<file path="src/sv/lprl_pkg.sv">
`default_nettype none

package lprl_pkg;

    localparam int ADDR_W    = 32;
    localparam int PREFIX_W  = 6;
    localparam int METRIC_W  = 32;
    localparam int IFINDEX_W = 8;
    localparam int SLOT_W    = 4;

    localparam logic [PREFIX_W-1:0] PREFIX_MAX = 6'd32;

    // Request type codes.
    localparam logic REQ_WRITE  = 1'b0;
    localparam logic REQ_LOOKUP = 1'b1;

    // One stored route entry.
    typedef struct packed {
        logic [ADDR_W-1:0]    destination;
        logic [PREFIX_W-1:0]  mask_len;
        logic [METRIC_W-1:0]  metric;
        logic [IFINDEX_W-1:0] ifindex;
        logic [ADDR_W-1:0]    gateway;
    } entry_t;

    // One result word.
    typedef struct packed {
        logic                 found;
        logic [SLOT_W-1:0]    best_slot;
        logic [IFINDEX_W-1:0] ifindex;
        logic [ADDR_W-1:0]    gateway;
        logic [PREFIX_W-1:0]  mask_len;
        logic [METRIC_W-1:0]  metric;
    } rsp_word_t;

    // Commands from the controller to the datapath.
    typedef struct packed {
        logic capture;
        logic write_en;
        logic issue;
        logic result_load;
    } ctrl_cmd_t;

    // Status from the datapath to the controller.
    typedef struct packed {
        logic idx_last;
        logic out_full;
    } ctrl_status_t;

    // Network mask with plen leading ones; plen is at most 32.
    function automatic logic [ADDR_W-1:0] prefix_mask(input logic [PREFIX_W-1:0] plen);
        logic [ADDR_W-1:0] ones;
        ones = '1;
        return ~(ones >> plen);
    endfunction

endpackage

`default_nettype wire

</file>
<file path="src/sv/lprl_if.sv">
`default_nettype none

// Request channel: one word is a table write or an address lookup.
interface lprl_req_if;
    logic        valid;
    logic        ready;
    logic        req_type;
    logic [3:0]  slot;
    logic        slot_valid;
    logic [31:0] route_destination;
    logic [5:0]  route_prefix_len;
    logic [31:0] route_metric;
    logic [7:0]  route_ifindex;
    logic [31:0] route_gateway;
    logic [31:0] lookup_address;

    modport source (
        output valid, req_type, slot, slot_valid, route_destination, route_prefix_len,
               route_metric, route_ifindex, route_gateway, lookup_address,
        input  ready
    );

    modport sink (
        input  valid, req_type, slot, slot_valid, route_destination, route_prefix_len,
               route_metric, route_ifindex, route_gateway, lookup_address,
        output ready
    );
endinterface

// Response channel: one word per request.
interface lprl_rsp_if;
    logic        valid;
    logic        ready;
    logic        found;
    logic [3:0]  best_slot;
    logic [7:0]  out_ifindex;
    logic [31:0] out_gateway;
    logic [5:0]  out_prefix_len;
    logic [31:0] out_metric;

    modport source (
        output valid, found, best_slot, out_ifindex, out_gateway, out_prefix_len,
               out_metric,
        input  ready
    );

    modport sink (
        input  valid, found, best_slot, out_ifindex, out_gateway, out_prefix_len,
               out_metric,
        output ready
    );
endinterface

`default_nettype wire

</file>
<file path="src/sv/longest_prefix_route_lookup.sv">
// Write word: the entry is written on acceptance, then the result loads from the DONE state
// once the output register is free. Lookup word: the scan (SCAN, FLUSH) runs before DONE;
// either way the next word is accepted once the result has loaded.
// The lookup time is set by the scan: one entry-memory read and one compare per cycle.
// Reset (rst_n, asynchronous, active low) clears all entry valid bits and the handshake
// state at once; there is no clearing pass and the block is ready right after reset.
`default_nettype none

module longest_prefix_route_lookup #(
    parameter int TABLE_DEPTH = 16
) (
    input wire logic  clk,
    input wire logic  rst_n,
    lprl_req_if.sink  req,
    lprl_rsp_if.source rsp
);

    lprl_pkg::ctrl_cmd_t    cmd;
    lprl_pkg::ctrl_status_t status;
    lprl_pkg::rsp_word_t    out_word;
    logic                   in_ready;
    logic                   out_valid;

    // Sequencer for write, scan and result hand-off.
    lprl_ctrl u_ctrl (
        .clk       (clk),
        .rst_n     (rst_n),
        .in_valid  (req.valid),
        .in_type   (req.req_type),
        .out_ready (rsp.ready),
        .status    (status),
        .in_ready  (in_ready),
        .cmd       (cmd)
    );

    // Route table, scan compare and output register.
    lprl_datapath #(
        .TABLE_DEPTH (TABLE_DEPTH)
    ) u_datapath (
        .clk               (clk),
        .rst_n             (rst_n),
        .cmd               (cmd),
        .status            (status),
        .slot              (req.slot),
        .slot_valid        (req.slot_valid),
        .route_destination (req.route_destination),
        .route_prefix_len  (req.route_prefix_len),
        .route_metric      (req.route_metric),
        .route_ifindex     (req.route_ifindex),
        .route_gateway     (req.route_gateway),
        .lookup_address    (req.lookup_address),
        .out_ready         (rsp.ready),
        .out_valid         (out_valid),
        .out_word          (out_word)
    );

    // Channel connections.
    assign req.ready          = in_ready;
    assign rsp.valid          = out_valid;
    assign rsp.found          = out_word.found;
    assign rsp.best_slot      = out_word.best_slot;
    assign rsp.out_ifindex    = out_word.ifindex;
    assign rsp.out_gateway    = out_word.gateway;
    assign rsp.out_prefix_len = out_word.mask_len;
    assign rsp.out_metric     = out_word.metric;

endmodule

`default_nettype wire

</file>
<file path="src/sv/lprl_ctrl.sv">
`default_nettype none

module lprl_ctrl (
    input  wire logic                  clk,
    input  wire logic                  rst_n,
    input  wire logic                  in_valid,
    input  wire logic                  in_type,
    input  wire logic                  out_ready,
    input  wire lprl_pkg::ctrl_status_t status,
    output logic                       in_ready,
    output lprl_pkg::ctrl_cmd_t        cmd
);

    typedef enum logic [3:0] {
        ST_IDLE  = 4'b0001,
        ST_SCAN  = 4'b0010,
        ST_FLUSH = 4'b0100,
        ST_DONE  = 4'b1000
    } state_t;

    state_t state_reg;
    state_t state_next;
    logic   accept;
    logic   out_free;

    assign in_ready = (state_reg == ST_IDLE);
    assign accept   = in_valid && in_ready;
    assign out_free = !status.out_full || out_ready;

    // Next state and datapath commands.
    always_comb
    begin
        state_next      = state_reg;
        cmd             = '0;
        unique case (state_reg)
            ST_IDLE:
            begin
                if (accept)
                begin
                    cmd.capture = 1'b1;
                    if (in_type == lprl_pkg::REQ_LOOKUP)
                    begin
                        state_next = ST_SCAN;
                    end
                    else
                    begin
                        cmd.write_en = 1'b1;
                        state_next   = ST_DONE;
                    end
                end
            end
            ST_SCAN:
            begin
                cmd.issue = 1'b1;
                if (status.idx_last)
                begin
                    state_next = ST_FLUSH;
                end
            end
            ST_FLUSH:
            begin
                // The last entry read is compared in this cycle.
                state_next = ST_DONE;
            end
            ST_DONE:
            begin
                if (out_free)
                begin
                    cmd.result_load = 1'b1;
                    state_next      = ST_IDLE;
                end
            end
            default:
            begin
                state_next = ST_IDLE;
            end
        endcase
    end

    // State register.
    always_ff @(posedge clk or negedge rst_n)
    begin
        if (!rst_n)
        begin
            state_reg <= ST_IDLE;
        end
        else
        begin
            state_reg <= state_next;
        end
    end

endmodule

`default_nettype wire

</file>
<file path="src/sv/lprl_datapath.sv">
`default_nettype none

module lprl_datapath #(
    parameter int TABLE_DEPTH = 16
) (
    input  wire logic                  clk,
    input  wire logic                  rst_n,
    input  wire lprl_pkg::ctrl_cmd_t   cmd,
    output lprl_pkg::ctrl_status_t     status,
    input  wire logic [3:0]            slot,
    input  wire logic                  slot_valid,
    input  wire logic [31:0]           route_destination,
    input  wire logic [5:0]            route_prefix_len,
    input  wire logic [31:0]           route_metric,
    input  wire logic [7:0]            route_ifindex,
    input  wire logic [31:0]           route_gateway,
    input  wire logic [31:0]           lookup_address,
    input  wire logic                  out_ready,
    output logic                       out_valid,
    output lprl_pkg::rsp_word_t        out_word
);

    localparam int IDX_W = (TABLE_DEPTH > 1) ? $clog2(TABLE_DEPTH) : 1;

    // Entry storage and per-entry valid bits.
    lprl_pkg::entry_t entry_mem [TABLE_DEPTH];
    logic [TABLE_DEPTH-1:0] valid_reg;

    // Scan state.
    logic [IDX_W-1:0]           idx_reg;
    logic                       cmp_pend_reg;
    lprl_pkg::entry_t           rd_entry_reg;
    logic                       rd_valid_reg;
    logic [IDX_W-1:0]           rd_idx_reg;
    logic [lprl_pkg::ADDR_W-1:0] addr_reg;

    // Best match so far.
    logic                       have_reg;
    lprl_pkg::entry_t           best_entry_reg;
    logic [IDX_W-1:0]           best_idx_reg;

    // Output register.
    logic                       out_valid_reg;
    lprl_pkg::rsp_word_t        out_word_reg;

    lprl_pkg::entry_t           wr_entry;
    logic [IDX_W-1:0]           wr_addr;
    logic                       wr_in_range;
    logic                       hit;
    logic                       better;

    // Write word with the prefix length saturated to a full mask.
    always_comb
    begin
        wr_entry.destination = route_destination;
        wr_entry.mask_len    = (route_prefix_len > lprl_pkg::PREFIX_MAX) ?
                               lprl_pkg::PREFIX_MAX : route_prefix_len;
        wr_entry.metric      = route_metric;
        wr_entry.ifindex     = route_ifindex;
        wr_entry.gateway     = route_gateway;
    end

    assign wr_addr     = IDX_W'(slot);
    assign wr_in_range = (9'(slot) < 9'(TABLE_DEPTH));

    // Entry memory: one write port, one registered read port for the scan.
    always_ff @(posedge clk)
    begin
        if (cmd.write_en && wr_in_range)
        begin
            entry_mem[wr_addr] <= wr_entry;
        end
    end

    always_ff @(posedge clk)
    begin
        if (cmd.issue)
        begin
            rd_entry_reg <= entry_mem[idx_reg];
            rd_idx_reg   <= idx_reg;
        end
    end

    // Valid bits are cleared by reset.
    always_ff @(posedge clk or negedge rst_n)
    begin
        if (!rst_n)
        begin
            valid_reg <= '0;
        end
        else if (cmd.write_en && wr_in_range)
        begin
            valid_reg[wr_addr] <= slot_valid;
        end
    end

    // Scan counter and compare-pending flag.
    always_ff @(posedge clk or negedge rst_n)
    begin
        if (!rst_n)
        begin
            idx_reg      <= '0;
            cmp_pend_reg <= 1'b0;
            rd_valid_reg <= 1'b0;
        end
        else
        begin
            cmp_pend_reg <= cmd.issue;
            if (cmd.capture)
            begin
                idx_reg <= '0;
            end
            else if (cmd.issue)
            begin
                idx_reg      <= idx_reg + IDX_W'(1);
                rd_valid_reg <= valid_reg[idx_reg];
            end
        end
    end

    assign status.idx_last = (idx_reg == IDX_W'(TABLE_DEPTH - 1));
    assign status.out_full = out_valid_reg;

    always_ff @(posedge clk)
    begin
        if (cmd.capture)
        begin
            addr_reg <= lookup_address;
        end
    end

    // Compare the entry read in the previous cycle against the best so far.
    assign hit = cmp_pend_reg && rd_valid_reg &&
                 ((addr_reg & lprl_pkg::prefix_mask(rd_entry_reg.mask_len)) ==
                  rd_entry_reg.destination);

    assign better = !have_reg ||
                    (rd_entry_reg.mask_len > best_entry_reg.mask_len) ||
                    ((rd_entry_reg.mask_len == best_entry_reg.mask_len) &&
                     (rd_entry_reg.metric < best_entry_reg.metric));

    always_ff @(posedge clk or negedge rst_n)
    begin
        if (!rst_n)
        begin
            have_reg <= 1'b0;
        end
        else if (cmd.capture)
        begin
            have_reg <= 1'b0;
        end
        else if (hit && better)
        begin
            have_reg <= 1'b1;
        end
    end

    always_ff @(posedge clk)
    begin
        if (hit && better)
        begin
            best_entry_reg <= rd_entry_reg;
            best_idx_reg   <= rd_idx_reg;
        end
    end

    // Output register; a new result may load while the old one is taken.
    always_ff @(posedge clk or negedge rst_n)
    begin
        if (!rst_n)
        begin
            out_valid_reg <= 1'b0;
        end
        else if (cmd.result_load)
        begin
            out_valid_reg <= 1'b1;
        end
        else if (out_ready)
        begin
            out_valid_reg <= 1'b0;
        end
    end

    always_ff @(posedge clk)
    begin
        if (cmd.result_load)
        begin
            if (have_reg)
            begin
                out_word_reg.found     <= 1'b1;
                out_word_reg.best_slot <= lprl_pkg::SLOT_W'(best_idx_reg);
                out_word_reg.ifindex   <= best_entry_reg.ifindex;
                out_word_reg.gateway   <= best_entry_reg.gateway;
                out_word_reg.mask_len  <= best_entry_reg.mask_len;
                out_word_reg.metric    <= best_entry_reg.metric;
            end
            else
            begin
                out_word_reg <= '0;
            end
        end
    end

    assign out_valid = out_valid_reg;
    assign out_word  = out_word_reg;

endmodule

`default_nettype wire

</file>
<file path="src/flat_wrapper.sv">
// flat-port wrapper written by rule: the top's interface ports become plain ports
module longest_prefix_route_lookup_flat 
#(
    parameter int TABLE_DEPTH = 16
)
  (clk, rst_n, req_valid, req_req_type, req_slot, req_slot_valid, req_route_destination, req_route_prefix_len, req_route_metric, req_route_ifindex, req_route_gateway, req_lookup_address, req_ready, rsp_valid, rsp_found, rsp_best_slot, rsp_out_ifindex, rsp_out_gateway, rsp_out_prefix_len, rsp_out_metric, rsp_ready);
  lprl_req_if req_i ();
  lprl_rsp_if rsp_i ();
  input wire logic clk;
  input wire logic rst_n;
  input wire logic [$bits(req_i.valid)-1:0] req_valid;
  input wire logic [$bits(req_i.req_type)-1:0] req_req_type;
  input wire logic [$bits(req_i.slot)-1:0] req_slot;
  input wire logic [$bits(req_i.slot_valid)-1:0] req_slot_valid;
  input wire logic [$bits(req_i.route_destination)-1:0] req_route_destination;
  input wire logic [$bits(req_i.route_prefix_len)-1:0] req_route_prefix_len;
  input wire logic [$bits(req_i.route_metric)-1:0] req_route_metric;
  input wire logic [$bits(req_i.route_ifindex)-1:0] req_route_ifindex;
  input wire logic [$bits(req_i.route_gateway)-1:0] req_route_gateway;
  input wire logic [$bits(req_i.lookup_address)-1:0] req_lookup_address;
  output wire logic [$bits(req_i.ready)-1:0] req_ready;
  output wire logic [$bits(rsp_i.valid)-1:0] rsp_valid;
  output wire logic [$bits(rsp_i.found)-1:0] rsp_found;
  output wire logic [$bits(rsp_i.best_slot)-1:0] rsp_best_slot;
  output wire logic [$bits(rsp_i.out_ifindex)-1:0] rsp_out_ifindex;
  output wire logic [$bits(rsp_i.out_gateway)-1:0] rsp_out_gateway;
  output wire logic [$bits(rsp_i.out_prefix_len)-1:0] rsp_out_prefix_len;
  output wire logic [$bits(rsp_i.out_metric)-1:0] rsp_out_metric;
  input wire logic [$bits(rsp_i.ready)-1:0] rsp_ready;
  assign req_i.valid = req_valid;
  assign req_i.req_type = req_req_type;
  assign req_i.slot = req_slot;
  assign req_i.slot_valid = req_slot_valid;
  assign req_i.route_destination = req_route_destination;
  assign req_i.route_prefix_len = req_route_prefix_len;
  assign req_i.route_metric = req_route_metric;
  assign req_i.route_ifindex = req_route_ifindex;
  assign req_i.route_gateway = req_route_gateway;
  assign req_i.lookup_address = req_lookup_address;
  assign req_ready = req_i.ready;
  assign rsp_valid = rsp_i.valid;
  assign rsp_found = rsp_i.found;
  assign rsp_best_slot = rsp_i.best_slot;
  assign rsp_out_ifindex = rsp_i.out_ifindex;
  assign rsp_out_gateway = rsp_i.out_gateway;
  assign rsp_out_prefix_len = rsp_i.out_prefix_len;
  assign rsp_out_metric = rsp_i.out_metric;
  assign rsp_i.ready = rsp_ready;
  longest_prefix_route_lookup #(.TABLE_DEPTH(TABLE_DEPTH)) u_core (.clk(clk), .rst_n(rst_n), .req(req_i), .rsp(rsp_i));
endmodule
</file>
<file path="config.mk">
export PLATFORM = sky130hd
export DESIGN_NAME = longest_prefix_route_lookup_flat
export DESIGN_NICKNAME = d
export VERILOG_FILES = /design/src/sv/lprl_pkg.sv /design/src/sv/lprl_if.sv /design/src/sv/longest_prefix_route_lookup.sv /design/src/sv/lprl_ctrl.sv /design/src/sv/lprl_datapath.sv /design/src/flat_wrapper.sv
export SDC_FILE = /design/constraint.sdc
export NUM_CORES = 2
export LEC_CHECK = 0
export BUFFER_PORTS_ARGS = -buffer_cell sky130_fd_sc_hd__buf_2
export CAP_MARGIN = 5
export CELL_PAD_IN_SITES_DETAIL_PLACEMENT = 0
export CELL_PAD_IN_SITES_GLOBAL_PLACEMENT = 1
export CORE_MARGIN = 2
export CORE_UTILIZATION = 24
export DETAILED_ROUTE_END_ITERATION = 10
export GPL_TIMING_DRIVEN = 0
export PLACE_DENSITY = 0.45
export SYNTH_ARGS = -nofsm -noshare
export SYNTH_HDL_FRONTEND = slang
export SYNTH_SLANG_ARGS = --single-unit
</file>
<file path="constraint.sdc">
create_clock -name clk -period 9.17 [get_ports clk]
set_input_delay 0.917 -clock clk [delete_from_list [all_inputs] [get_ports clk]]
set_output_delay 0.917 -clock clk [all_outputs]
set_load 0.03 [all_outputs]
</file>
# ---- Yosys cells after proc, flatten, opt, wreduce, memory -nomap -nowiden
# Memory sizes are Yosys's and may differ from the RTL's. A register that Yosys moved wholly into a read port is not among the register bits.
# Cells that the tools add are included.
dict set report op_classes {
  bitwise_logic 3
  muxes 26
  shifts 1
  eq_ne 10
  n_reduce_logical 16
  add_sub_neg 1
  magnitude_cmp 6
}
# operator n
set op_table {}
lappend op_table {{$mux 83} 1}
lappend op_table {{$and 32x32->32} 1}
lappend op_table {{$eq 32x32->1} 1}
lappend op_table {{$lt 32x32->1} 1}
lappend op_table {{$not 32->32} 1}
lappend op_table {{$shr 32x6->32 const A} 1}
lappend op_table {{$mux 4} 6}
lappend op_table {{$bwmux 16} 1}
lappend op_table {{$pmux 4 s4} 1}
lappend op_table {{$mux 1} 12}
lappend op_table {{$lt 4x5->1 const B} 2}
lappend op_table {{$eq 4x4->1 const B} 2}
lappend op_table {{$eq 6x6->1} 1}
lappend op_table {{$gt 6x6->1} 1}
lappend op_table {{$gt 6x6->1 const B} 1}
lappend op_table {{$logic_and 1x1->1} 6}
lappend op_table {{$mux 6} 1}
lappend op_table {{$reduce_bool 2->1} 3}
lappend op_table {{$add 4x1->4 const B} 1}
lappend op_table {{$bmux 1 s4} 1}
lappend op_table {{$demux 1 s4} 1}
lappend op_table {{$eq 4x1->1 const B} 1}
lappend op_table {{$eq 4x2->1 const B} 1}
lappend op_table {{$eq 4x3->1 const B} 1}
lappend op_table {{other kinds (9)} 14}
dict set report totals {
  memories 1
  mem_bits_rw 1760
  in_bits 152
  output_inout_bits 85
  ff_bits 229
}
# name depth width read_ports rd_clocked_by_memory_dff wr line
set memory_table {}
lappend memory_table {u_core.u_datapath.entry_mem 16 110 1 1 1 lprl_datapath.sv:26} ;# lprl_pkg::entry_t entry_mem [TABLE_DEPTH];

# ---- Depth between registers and ports, before layout
dict set report depth {
  word_depth 8
  ltp_mapped 9
}

# ---- Modules after synthesis
# A second synthesis with hierarchy kept.
dict set report hier_totals {
  cells_unflattened 3269
  area_unflattened_um2 79199.7
}
# module cells_per_inst seq_area_each_um2 n_inst area_each_um2
set modules_own_cells {}
lappend modules_own_cells {lprl_datapath 3248 62790.2 1 78984.5}
lappend modules_own_cells {lprl_ctrl 21 101.3 1 215.2}

# ---- Least setup slack after synthesis
# OpenSTA, ideal clock, no wires.
dict set report synth_path {
  path_type {input-to-reg}
  from {input req_valid}
  to {register u_core.u_datapath.valid_reg[0]}
  setup_time_ps 103
  t_arrival_ps 10091
  cell_stages 4
  setup_slack_ps -1025
  path_cell_list {nand3_1 > or4_1 > nor3_1 > mux2_2}
}
dict set report synth_via {
  elab_chain_cells 3
}
# item line
set synth_rtl {}
lappend synth_rtl {{start, declared} flat_wrapper.sv:11} ;# input wire logic [$bits(req_i.valid)-1:0] req_valid;
lappend synth_rtl {{$logic_and 1x1->1} lprl_ctrl.sv:27} ;# assign accept = in_valid && in_ready;
lappend synth_rtl {{$mux 2} lprl_ctrl.sv:38} ;# if (accept)
lappend synth_rtl {{$mux 2} lprl_ctrl.sv:35} ;# unique case (state_reg)
lappend synth_rtl {{end signal, assigned by index} lprl_datapath.sv:93} ;# valid_reg[wr_addr] <= slot_valid;
lappend synth_rtl {{end, declared} lprl_datapath.sv:27} ;# logic [TABLE_DEPTH-1:0] valid_reg;
# Every way passes these cells.
# A chain may end at the register's enable or synchronous reset.

# ---- Final worst setup path
dict set report layout_path {
  from {register, netlist name u_core.u_datapath.rd_entry_reg[75]}
  to {register u_core.u_datapath.best_entry_reg[1] (netlist name) (enable)}
}
dict set report layout_via {
  elab_chain_cells 6
  elab_cells_between_ends 11
  classes_between {order compare: 1; eq/ne: 2; shift: 1; bitwise: 2; reduce/logical: 5}
}
# item line
set layout_rtl {}
lappend layout_rtl {{$shr 32x6->32} lprl_pkg.sv:54} ;# return ~(ones >> plen);
lappend layout_rtl {{$not 32->32} lprl_pkg.sv:54}
lappend layout_rtl {{$and 32x32->32} lprl_datapath.sv:134} ;# ((addr_reg & lprl_pkg::prefix_mask(rd_entry_reg.mask_len)) ==
lappend layout_rtl {{$eq 32x32->1} lprl_datapath.sv:134}
lappend layout_rtl {{$logic_and 1x1->1} lprl_datapath.sv:133} ;# assign hit = cmp_pend_reg && rd_valid_reg &&
lappend layout_rtl {{$logic_and 1x1->1 *} lprl_datapath.sv:160} ;# if (hit && better)
lappend layout_rtl {{end signal, assigned} lprl_datapath.sv:162} ;# best_entry_reg <= rd_entry_reg;
lappend layout_rtl {{end, declared} lprl_datapath.sv:39} ;# lprl_pkg::entry_t best_entry_reg;
# Every way passes the cells marked *; elsewhere a longest branch is shown, timed or not.

==> results.ini <==
[critical_path]
crit_required_ps = 9720
cp_max_fo = 12
reg2regPathDepth = 13
reg2reg_from = u_core.u_datapath.rd_entry_reg[75]
critPathKind = register to register
rrSetupSlack_ps = 4030
rr_endpoint = u_core.u_datapath.best_entry_reg[1]
crit_chain = buf_2, buf_1, o21ai_0, a21boi_1, xnor2_1, nand4_1, nor4_1, nand4_1, a311oi_4, buf_8, buf_8, buf_8, buf_16
arrival_ps = 5700
crit_path_end_kind = register
startpoint_type = register
cpMaxStageDelayCell = nand4_1
cp_slowest_stage_delay_ps = 800
cpMostUsedCell = buf_8

[clock_tree]
cts_buffer_depth = 4
clkTransAtPathRegs_ps = 60
root_buffer = clkbuf_16
cts_htree_levels = 4
clkSinkCount = 2099
cts_repair_resize_count = 0
insertion_delay_ps = 910
cts_buffers = 235
holdBufCountCts = 0
cts_tree = built
post-cts-setup-buffers = 0

[sta]
rsz0062_at_grt = no
worst_slack_ps = 4030
layout_worst_path_cycle_share = 0.561
hold_viol_final = 0
finalCriticalPeriod_ps = 5140
slew_viol_final = 0
tightest_slew_ps = 1380
slew_headroom = 0.0822
tns_ps = 0
fin_skew_ps = 94.2
setup_violations = 0
fmax_mhz = 194

[yosys]
synth.avg_cell_area_sq_um = 24.2
synth_cells = 3260
yosys.area.top_type = edfxtp_1
ys_seq_area_frac = 0.796
synthArstFlopShare = 0.0133
post-synth-top-count-cell = edfxtp_1
synth-seq-cells = 2099
synth_ff_type = edfxtp_1
yosys-top-cells-area = edfxtp_1 79%, mux4_2 16%, dfrtp_1 0.86%
synth-edff-count = 2071
yosys_warnings = 0
synth_cell_types = 71
syn_area_sq_mm = 0.0790
synth_top_area_frac = 0.787
syn_nets = 3450
synth_common_cells = 2,071 x edfxtp_1, 555 x mux4_2, 87 x clkbuf_1

[global_route]
grt_first_pass_wirelength_microns = 329000
grt_max_degree = 51
gr-total-overflow = 0
grt_use_total = 0.143
antenna_found_initial = 77
grt_pass1_vias = 38716

[outcome]
status = completed

[placement]
hpwl_microns = 160000
io_buffers = 236
pre_cts_slack_ps = 4120
gp_congestion = 0.733

[detailed_routing]
drtIter0Drc = 3201
postRouteAntennaNets = 0
first_pass_iters = 7
routedWlPerCell_microns = 28.6
via_count = 36757
viasPerCell = 4.36
drt_wl_total_microns = 241000
drc = 0

[finish]
areaGrowthSynthToFinish_pct = 22.2
largest_reg_flops = 1760
nets = 4079
final_layout_size_suffix_gt1_frac = 0.337

[power]
powerDensity_mw_per_mm2 = 234
ir_drop_uv = 151
p_leak_nw = 29.6

[hold_path]
hp-class = input pin to async pin

[die]
fp.coreArea_sq_mm = 0.327
boundaryPins = 237
die_y_microns = 578
die_w_microns = 578
initial_core_util = 0.241
dieArea_sq_mm = 0.334
rows = 210

[flow_run]
drv_cap = 0

==> kinds of logic after synthesis <==
family,share of synthesized area
flip-flops,0.796
multiplexers,0.161
AND/OR/NAND/NOR,0.0155
buffers and inverters,0.0104
AO/OA/AOI/OAI,0.00940
adder cells (fa/ha/maj),0.00602
XOR/XNOR,0.00155
==> layer usage <==
metal / up-vias / wire (microns) / track usage
met5: - / 218 / 0
met4: 36 / 5570 / 0.0316
met3: 392 / 11000 / 0.0262
met2: 938 / 120000 / 0.245
met1: 20165 / 104000 / 0.186
li1: 15226 / - / -
==> layout by cell type (no fill, tap or decap), types with 11 or more instances in the layout <==
master     Yosys  layout
nand3_1       12      12
edfxtp_1    2071    2071
buf_8          0      33
buf_16         0      48
clkbuf_1      87     137
nor2b_1       21      20
dfrtp_1       27      27
buf_2         50     287
mux4_2       555     555
buf_12         0      75
clkbuf_16      0     239
nand2_1       22      22
and2_1        50      50
xor2_1        11      11
nor2_4         0      12
o21ai_0       31      31
mux2_2        16      16
diode_2        0      12
bufinv_16      0      22
clkinv_1       1      45
inv_1         46      45
ha_1          38      38
nand4_1       11      11
nor2_1        65      53
a21oi_1       19      19
clkinv_2       0      44
==> stage by stage <==
step                std cells  hold WS [ps]   util  total power, W  instance area (sq um)
finish                   8432          95.5  0.295          0.0225                  96500
global route             8422           100  0.295          0.0233                  96500
CTS                      8419          65.2  0.295          0.0229                  96400
detailed placement       7997           405  0.272          0.0137                  89100
global placement         7842           403  0.262          0.0136                  85600
floorplan                3260           400      -          0.0126                  79000
==> where the power goes <==
| group | leakage (nW) | internal [W] | total, W | switching, W |
|---|---|---|---|---|
| sequential | 19.1 | 0.0109 | 0.0110 | 0.000145 |
| combinational | 6.99 | 0.000973 | 0.00235 | 0.00137 |
| clock | 3.60 | 0.00536 | 0.00917 | 0.00381 |
==> how the worst max path moves through the flow <==
stage | startpoint | to | slack (ps) | depth (start not counted)
3_5_place_dp | u_core.u_datapath.rd_entry_reg[75] | u_core.u_datapath.best_entry_reg[8] | 4120 | 13
6_report | u_core.u_datapath.rd_entry_reg[75] | u_core.u_datapath.best_entry_reg[1] | 4030 | 13
5_1_grt | u_core.u_datapath.rd_entry_reg[75] | u_core.u_datapath.best_entry_reg[1] | 3850 | 13
4_1_cts | u_core.u_datapath.rd_entry_reg[75] | u_core.u_datapath.best_entry_reg[1] | 4070 | 13
2_1_floorplan | req_valid | u_core.u_datapath.valid_reg[1] | 2170 | 4
3_3_place_gp | req_valid | u_core.u_datapath.valid_reg[1] | -7670 | 5
==> final cells by class <==
class	instances	area, sq um
tap	4346	5440
buffer	151	654
clock inverter	126	1170
inverter	48	185
fill	31900	231000
sequential	2099	62900
clock buffer	296	6190
timing repair buffer	392	4500
antenna	12	30.0
multi-input combinational	962	15400
==> critical path, delay by kind of cell (launching register included) <==
kind | cells | cell delay [ps]
AO/OA/AOI/OAI | 3 | 1210
buffers and inverters | 6 | 1490
XOR/XNOR | 1 | 150
AND/OR/NAND/NOR | 3 | 1400
flip-flops | 1 | 520
No activity file was read; power rests on OpenSTA's default activity.
